### src/hw/rtl/csc_pkg.sv
`timescale 1ns / 1ps
// ----------------------------------------------------------------------------
// csc_pkg
// Shared types and constants for the set-associative cache controller.
// ----------------------------------------------------------------------------
package csc_pkg;

    localparam int SET_BITS_MAX_DEF  = 8;
    localparam int WAYS_DEF          = 8;
    localparam int MEM_WORD_COST_DEF = 100;

    localparam int TAG_W      = 30;
    localparam int STAMP_W    = 32;
    localparam int CNT_W      = 32;
    localparam int TOTAL_W    = 64;
    localparam int ACC_CYC_W  = 18;
    localparam int CFG_ADDR_W = 5;

    // register indexes on the configuration port
    localparam logic [2:0] REG_REPLACE_FIFO = 3'd0;
    localparam logic [2:0] REG_ALLOC_WRITE  = 3'd1;
    localparam logic [2:0] REG_WRITE_THRU   = 3'd2;
    localparam logic [2:0] REG_OFFSET_BITS  = 3'd3;
    localparam logic [2:0] REG_INDEX_BITS   = 3'd4;
    localparam logic [2:0] REG_WAYS_IN_USE  = 3'd5;

    // outcome codes
    localparam logic [1:0] OUT_LOAD_HIT   = 2'd0;
    localparam logic [1:0] OUT_LOAD_MISS  = 2'd1;
    localparam logic [1:0] OUT_STORE_HIT  = 2'd2;
    localparam logic [1:0] OUT_STORE_MISS = 2'd3;

    typedef struct packed {
        logic [TAG_W-1:0]   tag;
        logic               valid;
        logic               dirty;
        logic [STAMP_W-1:0] lstamp;
        logic [STAMP_W-1:0] ustamp;
    } way_t;

    localparam int WAY_BITS = $bits(way_t);

    typedef struct packed {
        logic [1:0] outcome;
        logic       hit;
        logic       filled;
        logic       wrote_back;
    } lookup_t;

endpackage

### src/hw/rtl/csc_lookup.sv
`timescale 1ns / 1ps
// ----------------------------------------------------------------------------
// csc_lookup
// Tag search, victim choice, cost and updated row for one access.
// ----------------------------------------------------------------------------
module csc_lookup #(
    parameter int Ways        = 8,
    parameter int MemWordCost = 100,
    parameter int CycW        = 21,
    parameter int NwW         = 4
) (
    input  csc_pkg::way_t [Ways-1:0]         row,
    input  logic                             row_ok,
    input  logic [csc_pkg::TAG_W-1:0]        tag,
    input  logic                             store,
    input  logic [NwW-1:0]                   nways,
    input  logic                             fifo,
    input  logic                             alloc,
    input  logic                             wthru,
    input  logic [3:0]                       off_m2,
    input  logic [csc_pkg::STAMP_W-1:0]      clk_new,
    output csc_pkg::way_t [Ways-1:0]         new_row,
    output csc_pkg::lookup_t                 res,
    output logic [CycW-1:0]                  cyc
);

    localparam int WayW = (Ways > 1) ? $clog2(Ways) : 1;

    csc_pkg::way_t [Ways-1:0]     cur;
    logic                         hit;
    logic [WayW-1:0]              hway;
    logic                         found_inv;
    logic [WayW-1:0]              iway;
    logic [WayW-1:0]              mway;
    logic [csc_pkg::STAMP_W-1:0]  best;
    logic [csc_pkg::STAMP_W-1:0]  s;
    logic [WayW-1:0]              vway;
    logic [CycW-1:0]              fc;
    logic [CycW-1:0]              wc;
    logic                         do_fill;

    always_comb begin
        for (int w = 0; w < Ways; w++) begin
            cur[w]       = row[w];
            cur[w].valid = row[w].valid & row_ok;
            cur[w].dirty = row[w].dirty & row_ok;
        end

        hit  = 1'b0;
        hway = '0;
        found_inv = 1'b0;
        iway = '0;
        for (int w = 0; w < Ways; w++) begin
            if (w < int'(nways)) begin
                if (!hit && cur[w].valid && cur[w].tag == tag) begin
                    hit  = 1'b1;
                    hway = WayW'(w);
                end
                if (!found_inv && !cur[w].valid) begin
                    found_inv = 1'b1;
                    iway = WayW'(w);
                end
            end
        end

        // oldest stamp, ties to the lowest way
        best = fifo ? cur[0].lstamp : cur[0].ustamp;
        mway = '0;
        for (int w = 1; w < Ways; w++) begin
            s = fifo ? cur[w].lstamp : cur[w].ustamp;
            if (w < int'(nways) && s < best) begin
                best = s;
                mway = WayW'(w);
            end
        end
        vway = found_inv ? iway : mway;

        fc = CycW'(MemWordCost) << off_m2;
        wc = CycW'(MemWordCost);
        do_fill = !hit && (alloc || !store);

        new_row = cur;
        res.hit = hit;
        res.filled = do_fill;
        res.wrote_back = 1'b0;
        if (hit) begin
            res.outcome = store ? csc_pkg::OUT_STORE_HIT : csc_pkg::OUT_LOAD_HIT;
            cyc = CycW'(1) + ((store && wthru) ? wc : '0);
            new_row[hway].ustamp = clk_new;
            if (store && !wthru) begin
                new_row[hway].dirty = 1'b1;
            end
        end else if (do_fill) begin
            res.outcome = store ? csc_pkg::OUT_STORE_MISS : csc_pkg::OUT_LOAD_MISS;
            res.wrote_back = cur[vway].valid && cur[vway].dirty && !wthru;
            cyc = fc + (res.wrote_back ? fc : '0) + ((store && wthru) ? wc : '0);
            new_row[vway].tag    = tag;
            new_row[vway].valid  = 1'b1;
            new_row[vway].dirty  = store && !wthru;
            new_row[vway].lstamp = clk_new;
            new_row[vway].ustamp = clk_new;
        end else begin
            res.outcome = csc_pkg::OUT_STORE_MISS;
            cyc = wc;
        end
    end

endmodule

### config.mk
export PLATFORM = sky130hd
export DESIGN_NAME = csc_lookup
export DESIGN_NICKNAME = d
export VERILOG_FILES = /design/src/hw/rtl/csc_pkg.sv /design/src/hw/rtl/csc_lookup.sv
export SDC_FILE = /design/constraint.sdc
export NUM_CORES = 2
export LEC_CHECK = 0
export BUFFER_PORTS_ARGS = -buffer_cell sky130_fd_sc_hd__buf_2
export CORE_AREA = 2 2 632 634
export DETAILED_ROUTE_END_ITERATION = 8
export DIE_AREA = 0 0 634 636
export GPL_TIMING_DRIVEN = 0
export PLACE_DENSITY = 0.3
export SYNTH_ARGS = -nofsm -noshare
export SYNTH_HDL_FRONTEND = slang
export SYNTH_SLANG_ARGS = --single-unit
export TNS_END_PERCENT = 10
### constraint.sdc
create_clock -name vclk -period 34
set_input_delay 1.7 -clock vclk [all_inputs]
set_output_delay 1.7 -clock vclk [all_outputs]
set_load 0.005 [all_outputs]
==> key figures <==
Route
  – Total number of vias: roughly 37,000
  – DRT antenna net count: 0
  – Drt first pass iters: 7
  – Routed Wire Length: 520,000 um
  – WL/cell: roughly 51 um
  – Post-DR vias/cell: about 3.6
  – DRT iter0 DRCs: 3,139
  – DRC Markers: 0

STA
  – Fin crit share: 0.964
  – Worst-margin pin slew: 1.55 ns
  – Final Hold Viols: 0
  – Final setup fails: 0
  – Worst hold slack: around 3.7 ns
  – Fmax: about 30 MHz
  – Max-slew violations: 11
  – Max-slew headroom: -0.0334
  – Final min period: around 33 ns

Outcome
  – Outcome: finished, violations left
  – Violated checks: capacitance limit, slew limit

Global route
  – Initial antenna violation count: around 580
  – Largest net degree at the start of global routing: 20
  – Global-route wire length before repair: 598,000 um
  – Grt ovf: 0
  – Vias in the first global route: 35,000
  – Total GRT Usage: 0.247

Synthesis
  – Synthesized area: 25,300 um2
  – Syn Area/Cell: 8.13 um2
  – Register area share after synthesis: 0
  – Syn_nets: between 4,000 and 5,000
  – Post-synth top area share: 0.425
  – Netlist cell types: roughly 100
  – Syn Inst Count: 3,106
  – Top cell type by total area after synthesis: mux2_2
  – Synth top area cells: mux2_2 43%, ha_1 11%, xor2_1 4.5%
  – Ys Warns: 0

Placed design
  – Hpwl dp: between 400,000 and 500,000 um
  – IO buf count: between 1,500 and 2,000
  – Gpl congestion: ~0.94

Critical path
  – Critical path startpoint category: input pin
  – Worst path slowest cell: clkbuf_1
  – CP Data Required Time: 32.30 ns
  – Critical path class: input pin to output pin
  – Worst path max stage delay: 0.67 ns
  – Critical Path Fanout Max: 19
  – Crit path capture type: output pin
  – CP most frequent cell: a21o_1
  – Critical path arrival: 31.09 ns

Die
  – I/O pin count: 1,637
  – Die width: 634 um
  – Starting Density: 0.0636
  – Row Count: ~230
  – DIE HEIGHT: 636 um
  – DIE AREA: approximately 400,000 um2
  – Core area: roughly 400,000 um2

Final layout
  – Multi-input logic area: 24,100 um2
  – Num sequential: 0
  – # clk buffers: 0
  – Commonest cells after routing, fill and taps aside: 1,681 x buf_2, 953 x mux2_2, 221 x nand2_1, 221 x ha_1, 144 x nor2_1
  – # fillers: 46,900
  – Layout cell share with drive strength beyond 1: 0.597
  – Nets: about 5,800
  – Layout Area Growth over Synthesis: 62.8%
  – Most common cell after layout, fill and taps aside: buf_2
  – Post-layout util: 0.104
  – Reg area: 0 um2

Job
  – Max Cap Viol: 1

Min path
  – Tightest Hold Check Type: input pin to output pin

Power and ir drop
  – VDD IR-drop max: roughly 0.018 mV
  – Total power: 1.37 mW
  – Power density over the cells: 33.4 nW/um2
  – Leak: roughly 17 nW
## layer usage
layer	GRT usage	vias to the layer above	share of wire
li1	-	15200	-
met1	0.233	18400	0.32
met2	0.454	2575	0.51
met3	0.103	1032	0.10
met4	0.123	196	0.064
met5	0	-	0.0024
## cells by family after synthesis
family                     Yosys count  synth area share
and+or+nand+nor                    769             0.159
muxes                             1046             0.463
xor gates and xnor gates           250            0.0867
AOI/OAI and AO/OA                  493             0.125
adders and majority gates          227             0.113
other                                1          0.000149
buffers and inverters              320            0.0526
## cell type report
class,count,area share
Inverter,63,0.00575
Antenna cell,279,0.0170
Tap cell,5265,0.160
Multi-Input combinational cell,2786,0.585
Timing Repair Buffer,1621,0.202
Buffer,256,0.0302
## where the power goes
group | total [mW] | internal, mW | switching, mW
logic | 1.37 | 0.458 | 0.917
registers | 0 | 0 | 0
clock network | 0.000000727 | 0.000000726 | 0
## stage by stage
step	setup slack, ns	std cells	area, um2	TNS [ns]
2_1_floorplan	8.29	3106	25300	0
3_3_place_gp	-6.41	9978	39900	-3843.38
3_5_place_dp	-6.28	9991	40300	-3593.48
4_1_cts	0.00186	9990	40300	0
5_1_grt	-0.0214	10100	40800	-0.0214
6_report	1.21	10300	41100	0
## repair_timing
action                                  in CTS  in global routing
pin swaps                                    0                  0
setup buffers                                0                  0
hold buffers                                 0                  0
gates cloned                                 0                  0
gates resized for setup                     46                 32
endpoints found under the setup margin     788                349
## path summary, 6_finish.rpt
kind	start	end	slack [ns]	cells past startpoint
max	fifo	cyc[11]	1.21	110
min	row[485]	new_row[485]	3.72	3
## synthesized netlist by cell type, types with 30 or more instances
| cell | number |
|---|---|
| nor4_1 | 50 |
| nor3_1 | 38 |
| a21oi_1 | 147 |
| nand2_1 | 222 |
| a21o_1 | 53 |
| mux2i_1 | 88 |
| inv_1 | 62 |
| nor2_1 | 144 |
| xnor2_1 | 119 |
| buf_2 | 63 |
| nand4_1 | 80 |
| mux2_2 | 953 |
| clkbuf_1 | 164 |
| xor2_1 | 131 |
| nor2b_1 | 30 |
| nand3_1 | 46 |
| ha_1 | 221 |
| o21ai_0 | 145 |
## worst max-delay path: cells and delay by family
kind                     cells  cell delay (ns)
buffers and inverters       24             7.26
multiplexers                 3             0.85
XOR/XNOR                     1             0.15
AND/OR/NAND/NOR             23             5.34
AO/OA/AOI/OAI               50            12.51
adder cells (fa/ha/maj)      9             3.07
No activity file was read; power rests on OpenSTA's default activity.
